### src/rtl/core/gdad_pkg.sv
package gdad_pkg;

    // Field widths of one request and one result
    localparam int DAY_W        = 5;
    localparam int MONTH_W      = 4;
    localparam int START_YEAR_W = 15;
    localparam int ADD_W        = 15;
    localparam int YEAR_W       = 16;

    // Day remainder: day + a full leap year + the largest day count
    localparam int REST_W = 16;

    // Calendar constants
    localparam logic [MONTH_W-1:0] MONTHS_PER_YEAR = 4'd12;
    localparam logic [MONTH_W-1:0] JANUARY         = 4'd1;
    localparam logic [MONTH_W-1:0] FEBRUARY        = 4'd2;
    localparam logic [DAY_W-1:0]   LEAP_FEBRUARY   = 5'd29;

    // Year reduction modulo 400: drop the low four bits (400 = 16 * 25), divide
    // by 25 with a reciprocal multiply, then take off the whole cycles
    localparam int                      CYCLE_YEARS   = 400;
    localparam int                      YEAR_PRESHIFT = 4;
    localparam int                      RECIP_W       = 12;
    localparam logic [RECIP_W-1:0]      RECIP_25      = 12'd2622;
    localparam int                      RECIP_SHIFT   = 16;
    localparam int                      PROD_W        = START_YEAR_W - YEAR_PRESHIFT + RECIP_W;
    localparam int                      QUOT_W        = PROD_W - RECIP_SHIFT;
    localparam int                      SHIFT_W       = 1;
    localparam logic [SHIFT_W-1:0]      SHIFT_START   = 1'b1;
    localparam logic [START_YEAR_W-1:0] CYCLE_LAST    = 15'd399;

    localparam logic [DAY_W-1:0] MONTH_LENGTH [12] = '{
        5'd31, 5'd28, 5'd31, 5'd30, 5'd31, 5'd30,
        5'd31, 5'd31, 5'd30, 5'd31, 5'd30, 5'd31
    };

    typedef struct packed {
        logic [DAY_W-1:0]        start_day;
        logic [MONTH_W-1:0]      start_month;
        logic [START_YEAR_W-1:0] start_year;
        logic [ADD_W-1:0]        days_to_add;
    } request_t;

    typedef struct packed {
        logic [DAY_W-1:0]   result_day;
        logic [MONTH_W-1:0] result_month;
        logic [YEAR_W-1:0]  result_year;
    } result_t;

    // Datapath operations selected by the control word
    typedef enum logic [2:0] {
        OP_NONE,
        OP_LOAD,
        OP_REDUCE,
        OP_SUM_ADD,
        OP_SUM_END,
        OP_WALK,
        OP_EMIT
    } op_t;

    // Branch conditions tested by the sequencer
    typedef enum logic [2:0] {
        C_IN_VALID,
        C_K_ZERO,
        C_M_LT,
        C_REST_GT,
        C_OUT_FREE
    } cond_t;

    // Program steps
    localparam int STEP_W = 3;
    typedef logic [STEP_W-1:0] step_t;
    localparam step_t STEP_IDLE   = 3'd0;
    localparam step_t STEP_REDUCE = 3'd1;
    localparam step_t STEP_SUM    = 3'd2;
    localparam step_t STEP_WALK   = 3'd3;
    localparam step_t STEP_DONE   = 3'd4;

    // One control word of the program
    typedef struct packed {
        logic  take;
        cond_t cond;
        op_t   op_true;
        op_t   op_false;
        step_t next_true;
        step_t next_false;
    } ucode_t;

    // Control from sequencer to datapath
    typedef struct packed {
        logic take;
        op_t  op;
    } ctrl_t;

    // Status from datapath to sequencer
    typedef struct packed {
        logic k_zero;
        logic m_lt;
        logic rest_gt;
        logic out_free;
    } status_t;

    function automatic logic [DAY_W-1:0] days_in_month(input logic [MONTH_W-1:0] m,
                                                      input logic leap);
        logic [DAY_W-1:0] len;
        if (m < JANUARY || m > MONTHS_PER_YEAR) begin
            len = '0;
        end else if (m == FEBRUARY && leap) begin
            len = LEAP_FEBRUARY;
        end else begin
            len = MONTH_LENGTH[m - JANUARY];
        end
        return len;
    endfunction

endpackage

### src/rtl/core/gdad_stream_if.sv
interface gdad_stream_if #(
    parameter type payload_t = logic
) ();
    logic     valid;
    logic     ready;
    payload_t payload;

    modport source (output valid, output payload, input ready);
    modport sink   (input valid, input payload, output ready);
endinterface

### src/rtl/core/gdad_sequencer.sv
module gdad_sequencer (
    input  logic              clk,
    input  logic              rst_n,
    input  logic              in_valid,
    input  gdad_pkg::status_t status,
    output gdad_pkg::ctrl_t   ctrl
);
    import gdad_pkg::*;

    step_t  upc_reg;
    step_t  upc_next;
    ucode_t word;
    logic   hit;

    // Program table
    function automatic ucode_t ucode_rom(input step_t step);
        ucode_t w;
        unique case (step)
            STEP_IDLE: w = '{take: 1'b1, cond: C_IN_VALID,
                             op_true: OP_LOAD, op_false: OP_NONE,
                             next_true: STEP_REDUCE, next_false: STEP_IDLE};
            STEP_REDUCE: w = '{take: 1'b0, cond: C_K_ZERO,
                             op_true: OP_REDUCE, op_false: OP_REDUCE,
                             next_true: STEP_SUM, next_false: STEP_REDUCE};
            STEP_SUM: w = '{take: 1'b0, cond: C_M_LT,
                             op_true: OP_SUM_ADD, op_false: OP_SUM_END,
                             next_true: STEP_SUM, next_false: STEP_WALK};
            STEP_WALK: w = '{take: 1'b0, cond: C_REST_GT,
                             op_true: OP_WALK, op_false: OP_NONE,
                             next_true: STEP_WALK, next_false: STEP_DONE};
            STEP_DONE: w = '{take: 1'b0, cond: C_OUT_FREE,
                             op_true: OP_EMIT, op_false: OP_NONE,
                             next_true: STEP_IDLE, next_false: STEP_DONE};
            default: w = '{take: 1'b0, cond: C_IN_VALID,
                             op_true: OP_NONE, op_false: OP_NONE,
                             next_true: STEP_IDLE, next_false: STEP_IDLE};
        endcase
        return w;
    endfunction

    // Fetch and select the branch condition
    always_comb
    begin
        word = ucode_rom(upc_reg);
        case (word.cond)
            C_IN_VALID: hit = in_valid;
            C_K_ZERO:   hit = status.k_zero;
            C_M_LT:     hit = status.m_lt;
            C_REST_GT:  hit = status.rest_gt;
            C_OUT_FREE: hit = status.out_free;
            default:    hit = 1'b0;
        endcase
        ctrl.take = word.take;
        ctrl.op   = hit ? word.op_true : word.op_false;
        upc_next  = hit ? word.next_true : word.next_false;
    end

    // Advance the step counter
    always_ff @(posedge clk or negedge rst_n)
    begin
        if (!rst_n) begin
            upc_reg <= STEP_IDLE;
        end else begin
            upc_reg <= upc_next;
        end
    end

endmodule

### src/rtl/core/gdad_datapath.sv
module gdad_datapath (
    input  logic               clk,
    input  logic               rst_n,
    input  gdad_pkg::ctrl_t    ctrl,
    input  gdad_pkg::request_t req,
    input  logic               out_ready,
    output gdad_pkg::status_t  status,
    output logic               out_valid,
    output gdad_pkg::result_t  out_payload
);
    import gdad_pkg::*;

    logic [REST_W-1:0]       rest_reg,   rest_next;
    logic [MONTH_W-1:0]      month_reg,  month_next;
    logic [MONTH_W-1:0]      target_reg, target_next;
    logic [YEAR_W-1:0]       year_reg,   year_next;
    logic [START_YEAR_W-1:0] ymod_reg,   ymod_next;
    logic [SHIFT_W-1:0]      k_reg,      k_next;
    logic [QUOT_W-1:0]       quot_reg,   quot_next;
    result_t                 out_reg,    out_next;
    logic                    out_valid_reg, out_valid_next;

    logic                    leap;
    logic [DAY_W-1:0]        len;
    logic [PROD_W-1:0]       recip_prod;
    logic [START_YEAR_W-1:0] cycle_sub;

    // Leap test on the year modulo 400, and the year reduction products
    always_comb
    begin
        leap = (ymod_reg == '0) ||
               (ymod_reg[1:0] == 2'b00 && ymod_reg != 15'd100 &&
                ymod_reg != 15'd200 && ymod_reg != 15'd300);
        len  = days_in_month(month_reg, leap);
        recip_prod = {{(PROD_W-START_YEAR_W+YEAR_PRESHIFT){1'b0}},
                      ymod_reg[START_YEAR_W-1:YEAR_PRESHIFT]} *
                     {{(PROD_W-RECIP_W){1'b0}}, RECIP_25};
        cycle_sub  = {{(START_YEAR_W-QUOT_W){1'b0}}, quot_reg} *
                     START_YEAR_W'(CYCLE_YEARS);
        status.k_zero   = (k_reg == '0);
        status.m_lt     = (month_reg < target_reg);
        status.rest_gt  = (rest_reg > {{(REST_W-DAY_W){1'b0}}, len});
        status.out_free = !out_valid_reg || out_ready;
    end

    // Execute the selected operation
    always_comb
    begin
        rest_next      = rest_reg;
        month_next     = month_reg;
        target_next    = target_reg;
        year_next      = year_reg;
        ymod_next      = ymod_reg;
        k_next         = k_reg;
        quot_next      = quot_reg;
        out_next       = out_reg;
        out_valid_next = out_valid_reg && !out_ready;
        case (ctrl.op)
            OP_LOAD:
            begin
                rest_next   = {{(REST_W-DAY_W){1'b0}}, req.start_day} +
                              {{(REST_W-ADD_W){1'b0}}, req.days_to_add};
                month_next  = JANUARY;
                target_next = req.start_month;
                year_next   = {{(YEAR_W-START_YEAR_W){1'b0}}, req.start_year};
                ymod_next   = req.start_year;
                k_next      = SHIFT_START;
            end
            OP_REDUCE:
            begin
                // First step forms the number of whole cycles, second takes them off
                if (k_reg != '0) begin
                    quot_next = recip_prod[PROD_W-1:RECIP_SHIFT];
                end else begin
                    ymod_next = ymod_reg - cycle_sub;
                end
                k_next = k_reg - 1'b1;
            end
            OP_SUM_ADD:
            begin
                rest_next  = rest_reg + {{(REST_W-DAY_W){1'b0}}, len};
                month_next = month_reg + 1'b1;
            end
            OP_SUM_END:
            begin
                month_next = JANUARY;
            end
            OP_WALK:
            begin
                rest_next = rest_reg - {{(REST_W-DAY_W){1'b0}}, len};
                if (month_reg >= MONTHS_PER_YEAR) begin
                    month_next = JANUARY;
                    year_next  = year_reg + 1'b1;
                    ymod_next  = (ymod_reg == CYCLE_LAST) ? '0 : ymod_reg + 1'b1;
                end else begin
                    month_next = month_reg + 1'b1;
                end
            end
            OP_EMIT:
            begin
                out_next.result_day   = rest_reg[DAY_W-1:0];
                out_next.result_month = month_reg;
                out_next.result_year  = year_reg;
                out_valid_next        = 1'b1;
            end
            default:
            begin
            end
        endcase
    end

    // Hold the working registers
    always_ff @(posedge clk)
    begin
        rest_reg   <= rest_next;
        month_reg  <= month_next;
        target_reg <= target_next;
        year_reg   <= year_next;
        ymod_reg   <= ymod_next;
        k_reg      <= k_next;
        quot_reg   <= quot_next;
        out_reg    <= out_next;
    end

    // Track the pending result
    always_ff @(posedge clk or negedge rst_n)
    begin
        if (!rst_n) begin
            out_valid_reg <= 1'b0;
        end else begin
            out_valid_reg <= out_valid_next;
        end
    end

    assign out_valid   = out_valid_reg;
    assign out_payload = out_reg;

endmodule

### src/rtl/core/gregorian_date_add_days.sv
// Adds a day count to a Gregorian date. One request is taken at a time and
// gives one result. A request is accepted, the year is reduced modulo 400 in
// two steps, the lengths of the months before the start are summed, the
// months are walked one month per cycle, and the result register is written;
// that write waits while the previous result still sits in the output
// register. The time taken is set mostly by the month walk. The result sits
// in an output register, so the next request is accepted while it waits.
// Days past the end of a month roll forward, day zero is the day before the
// first (but stays day zero for a January start with nothing added), and
// months above twelve count the whole starting year.
module gregorian_date_add_days (
    input  logic       clk,
    input  logic       rst_n,
    gdad_stream_if.sink   request,
    gdad_stream_if.source result
);
    import gdad_pkg::*;

    ctrl_t   ctrl;
    status_t status;

    gdad_sequencer u_sequencer (
        .clk      (clk),
        .rst_n    (rst_n),
        .in_valid (request.valid),
        .status   (status),
        .ctrl     (ctrl)
    );

    gdad_datapath u_datapath (
        .clk         (clk),
        .rst_n       (rst_n),
        .ctrl        (ctrl),
        .req         (request.payload),
        .out_ready   (result.ready),
        .status      (status),
        .out_valid   (result.valid),
        .out_payload (result.payload)
    );

    assign request.ready = ctrl.take;

endmodule
### src/flat_wrapper.sv
// flat-port wrapper written by rule: the top's interface ports become plain ports
module gregorian_date_add_days_flat import gdad_pkg::*;
  (clk, rst_n, request_valid, request_payload, request_ready, result_valid, result_payload, result_ready);
  gdad_stream_if request_i ();
  gdad_stream_if result_i ();
  input  logic clk;
  input  logic rst_n;
  input wire logic [$bits(request_i.valid)-1:0] request_valid;
  input wire logic [$bits(request_i.payload)-1:0] request_payload;
  output wire logic [$bits(request_i.ready)-1:0] request_ready;
  output wire logic [$bits(result_i.valid)-1:0] result_valid;
  output wire logic [$bits(result_i.payload)-1:0] result_payload;
  input wire logic [$bits(result_i.ready)-1:0] result_ready;
  assign request_i.valid = request_valid;
  assign request_i.payload = request_payload;
  assign request_ready = request_i.ready;
  assign result_valid = result_i.valid;
  assign result_payload = result_i.payload;
  assign result_i.ready = result_ready;
  gregorian_date_add_days u_core (.clk(clk), .rst_n(rst_n), .request(request_i), .result(result_i));
endmodule
### config.mk
export PLATFORM = sky130hd
export DESIGN_NAME = gregorian_date_add_days_flat
export DESIGN_NICKNAME = d
export VERILOG_FILES = /design/src/rtl/core/gdad_pkg.sv /design/src/rtl/core/gdad_stream_if.sv /design/src/rtl/core/gdad_sequencer.sv /design/src/rtl/core/gdad_datapath.sv /design/src/rtl/core/gregorian_date_add_days.sv /design/src/flat_wrapper.sv
export SDC_FILE = /design/constraint.sdc
export NUM_CORES = 1
export LEC_CHECK = 0
export ABC_AREA = 1
export BUFFER_PORTS_ARGS = -buffer_cell sky130_fd_sc_hd__buf_2
export CORE_MARGIN = 2
export CORE_UTILIZATION = 65
export DETAILED_ROUTE_END_ITERATION = 10
export PLACE_DENSITY = 0.82
export SYNTH_ARGS = -nofsm -noshare
export SYNTH_HDL_FRONTEND = slang
export SYNTH_SLANG_ARGS = --single-unit
### constraint.sdc
create_clock -name clk -period 5.09 [get_ports clk]
set_input_delay 1.018 -clock clk [delete_from_list [all_inputs] [get_ports clk]]
set_output_delay 1.018 -clock clk [all_outputs]
set_load 0.1 [all_outputs]
==> key figures <==
Status
  • Status: finished clean

Power
  • NetSw: 162.5 uW
  • Leak: ~0.004 uW
  • Logic gate share of total power: less than 1%
  • Power, Total: 695.9 uW
  • VDD IR max: about 0.00014 V
  • Clock power share: a little under two fifths
  • P_int: approximately 530 uW
  • Flop pwr share: between 60% and 70%
  • Pwr Density: about 98 mW/mm^2
  • Switching Fraction: between 20% and 30%

Yosys
  • Top cells by count, synth: nand2_1 (167), inv_1 (166), ha_1 (137)
  • Syn Std Cell Area: between 0.006 and 0.007 sq mm
  • Largest cells by area after synthesis: ha_1 (25%), edfxtp_1 (20%), fa_1 (12%)
  • Netlist cell types: 36
  • Cells after Synth: between 800 and 900
  • Syn Nets: roughly 1000
  • Top cell type's share of synthesized area: between 20% and 30%
  • Number of enable flip-flop cells after synthesis: 45
  • Post-synthesis register bit count: a little under 50
  • Number of synthesis warnings: 0
  • Main flop type after synthesis: edfxtp_1
  • Register area share after synthesis: about a fifth
  • Most instantiated library cell after synthesis: nand2_1
  • Leading area contributor after synthesis: ha_1
  • Async S/R FF share, synth: under 10%
  • Avg Cell Area, Syn: slightly above 8 sq um

Final layout
  • Final instance area: about 0.0071 sq mm
  • Max reg flops: 16
  • Fin util: between 60% and 70%
  • Layout cells sized above 1: approximately 4.2%
  • P&R area growth vs syn: 4.689%
  • Reg area: 0.001451 sq mm
  • Fill count: between 800 and 900
  • Multi-input gate area in the final layout: between 0.004 and 0.005 sq mm
  • Final net count: 1045
  • Number of diodes: 0

CTS
  • Cts bufs inserted: 5
  • Post-CTS Hold Fix Bufs: 0
  • Post-CTS Setup Bufs: 0
  • # H-tree levels: 2
  • CTS tree: done
  • Clk_lat worst skew: approximately 0.32 ns
  • Reg clk slew, reported paths: 0.11 ns
  • Clock Tree Root: clkbuf_8
  • Clock tree sinks: 49
  • Clock tree buffer depth: 2
  • Post_cts resized: 0

Worst setup path
  • CP bufs+invs: 5
  • Flop2flop setup slack: about 0.56 ns
  • Delay-heaviest family, CP: adder cells
  • CP Class: reg -> reg
  • R2r startpoint: u_core.u_datapath.ymod_reg[8]$_DFFE_PP_
  • Max FO, Critical Path: 11
  • Setup crit end kind: flop
  • Crit path depth: 18
  • Slowest stage delay, CP: between 0.7 and 0.8 ns
  • Critical R2R Capture: u_core.u_datapath.quot_reg[6]$_DFFE_PP_
  • Setup crit end: u_core.u_datapath.quot_reg[6]$_DFFE_PP_
  • Cell chain of the critical path: inv_1, fa_1, inv_1, ha_1, fa_1, ha_1, inv_1, fa_1, inv_1, ha_1, nand2_1, inv_1, a21oi_1, nor2_1, o21ai_0, nand3_1, nand2_1, nand2_1
  • R2R cell count: 18
  • Startpoint Class: flop
  • WP data required: just over 5 ns
  • Worst Path Arrival: about 4.6 ns
  • CP max stage cell: edfxtp_1
  • Crit path from: u_core.u_datapath.ymod_reg[8]$_DFFE_PP_
  • CP most frequent cell: inv_1

STA
  • Max Fclk: approximately 220 MHz
  • Final Setup Violations: 0
  • Period utilization: between 80% and 90%
  • Final min period: ~4.5 ns
  • Fin. Hold Viols: 0
  • Setup TNS: 0 ns
  • Worst-Margin Slew: about 1.1 ns
  • Skew final: ~0.017 ns
  • Unrepaired setup endpoints after global routing: no
  • Slew Limit Fails: 0
  • Max_slew headroom: between 20% and 30%

Die
  • Die height: 106.3 microns
  • Row Count: 37
  • # IOs: 8
  • Die width: approximately 110 microns
  • Core ar.: 0.01023 sq mm
  • Starting density of the core: around two thirds
  • Die Area: between 0.01 and 0.015 sq mm

Detailed routing
  • Via Count: 5700
  • Vias per cell: approximately 5.7
  • # DRC: 0
  • DR iter-0 viols: roughly 440
  • DRT Wirelength: around 15000 microns
  • First-pass DRT Iterations: 5
  • Routed Antenna Nets: 0
  • Routed len/inst: about 15 microns

Global routing
  • First-pass GRT wire length: roughly 26000 microns
  • Via count of the first global-routing pass: approximately 5700
  • Overflow left after global routing: 0
  • Initial antenna violation count: 0
  • Total track usage: between 20 and 30%
  • Largest net degree at the start of global routing: 31

Place
  • Routability cong.: roughly 0.95
  • HPWL after DPL: about 13000 microns
  • PortBufs: 7
  • DP Area: between 0.007 and 0.008 sq mm

Job
  • Total of max-cap violations: 0

Min path
  • Worst Hold Class: reg -> reg
-- area by class of cell --
class	count	area share [%]
well taps	136	2.389
clock inverters	3	0.3513
inverters	166	8.748
clock buffers	5	0.9661
repair buffers	14	1.230
multi-input cells	626	65.94
flip-flops and latches	49	20.38
-- per-stage QoR --
step / worst slack (ns) / hold WS, ns / std cells
final: 0.5551 / 0.4772 / 999
after global routing: 0.3216 / 0.4767 / 999
after CTS: 0.5803 / 0.4747 / 999
after detailed placement: 0.5888 / 0.4497 / 991
after global placement: 0.7134 / 0.4423 / 991
after floorplan: 0.9586 / 0.4272 / 845
-- layout by cell type, fill, tap and decap left out, types with 2 or more instances in the layout --
cell type | netlist | routed
nand2_1 | 167 | 167
inv_1 | 166 | 166
ha_1 | 137 | 137
nor2_1 | 72 | 72
nand3_1 | 55 | 55
edfxtp_1 | 45 | 45
fa_1 | 41 | 41
a21oi_1 | 31 | 31
o21ai_0 | 27 | 27
xor2_1 | 20 | 20
nand4_1 | 15 | 15
nor3_1 | 12 | 12
buf_2 | 2 | 7
buf_4 | 0 | 7
xnor2_1 | 6 | 6
o21ai_1 | 5 | 5
clkbuf_8 | 0 | 5
nand2_2 | 4 | 4
nor3b_1 | 4 | 4
dfrtp_1 | 4 | 4
nand3_2 | 3 | 3
o21bai_1 | 3 | 3
nand3b_1 | 3 | 3
a21o_1 | 2 | 2
a21boi_0 | 2 | 2
nor2_2 | 2 | 2
nor2_4 | 2 | 2
and2_1 | 2 | 2
o211ai_1 | 2 | 2
a31oi_1 | 2 | 2
-- how the worst min path moves through the flow --
| stage | start | cells past startpoint | endpoint |
|---|---|---|---|
| 2_1_floorplan | u_core.u_datapath.year_reg[0]$_SDFFCE_PP0P_ | 0 | u_core.u_datapath.out_payload[0]$_DFFE_PN_ |
| 3_3_place_gp | u_core.u_datapath.year_reg[0]$_SDFFCE_PP0P_ | 0 | u_core.u_datapath.out_payload[0]$_DFFE_PN_ |
| 3_5_place_dp | u_core.u_datapath.year_reg[0]$_SDFFCE_PP0P_ | 0 | u_core.u_datapath.out_payload[0]$_DFFE_PN_ |
| 4_1_cts | u_core.u_datapath.year_reg[0]$_SDFFCE_PP0P_ | 0 | u_core.u_datapath.out_payload[0]$_DFFE_PN_ |
| 5_1_grt | rst_n | 1 | u_core.u_sequencer.upc_reg[1]$_DFF_PN0_ |
| 6_report | u_core.u_datapath.year_reg[0]$_SDFFCE_PP0P_ | 0 | u_core.u_datapath.out_payload[0]$_DFFE_PN_ |
-- layer usage --
metal  share of wire (%)  vias to the layer above  track usage (%)  wire length, microns
met5                   0                        -                0                     0
met4                 3.3                        0            10.34                   511
met2                  47                      233            48.67                  7221
met3                 6.7                       53            3.924                  1019
met1                  43                     2645            37.63                  6511
li1                    -                     2769                -                     -
-- logic make-up (layout without fill, tap and decap cells) --
logic type	after synthesis	count (layout)	share of synthesized area (%)
simple gates	346	346	22.38
xor+xnor	26	26	3.347
buf+inv	170	188	9.636
flops	49	49	21.33
fa+ha+maj	178	178	37.26
compound gates	76	76	6.050
-- power by group through the flow --
| stage | Sequential, uW | Clock, uW | Combinational [uW] |
|---|---|---|---|
| 2_1_floorplan | 442 | 0 | 0.00378 |
| 3_3_place_gp | 442 | 0 | 2.05 |
| 3_5_place_dp | 442 | 0 | 2.10 |
| 4_1_cts | 432 | 262 | 2.13 |
| 5_1_grt | 432 | 278 | 2.29 |
| 6_report | 432 | 261 | 2.11 |
Power figures use the tool's default switching activity.
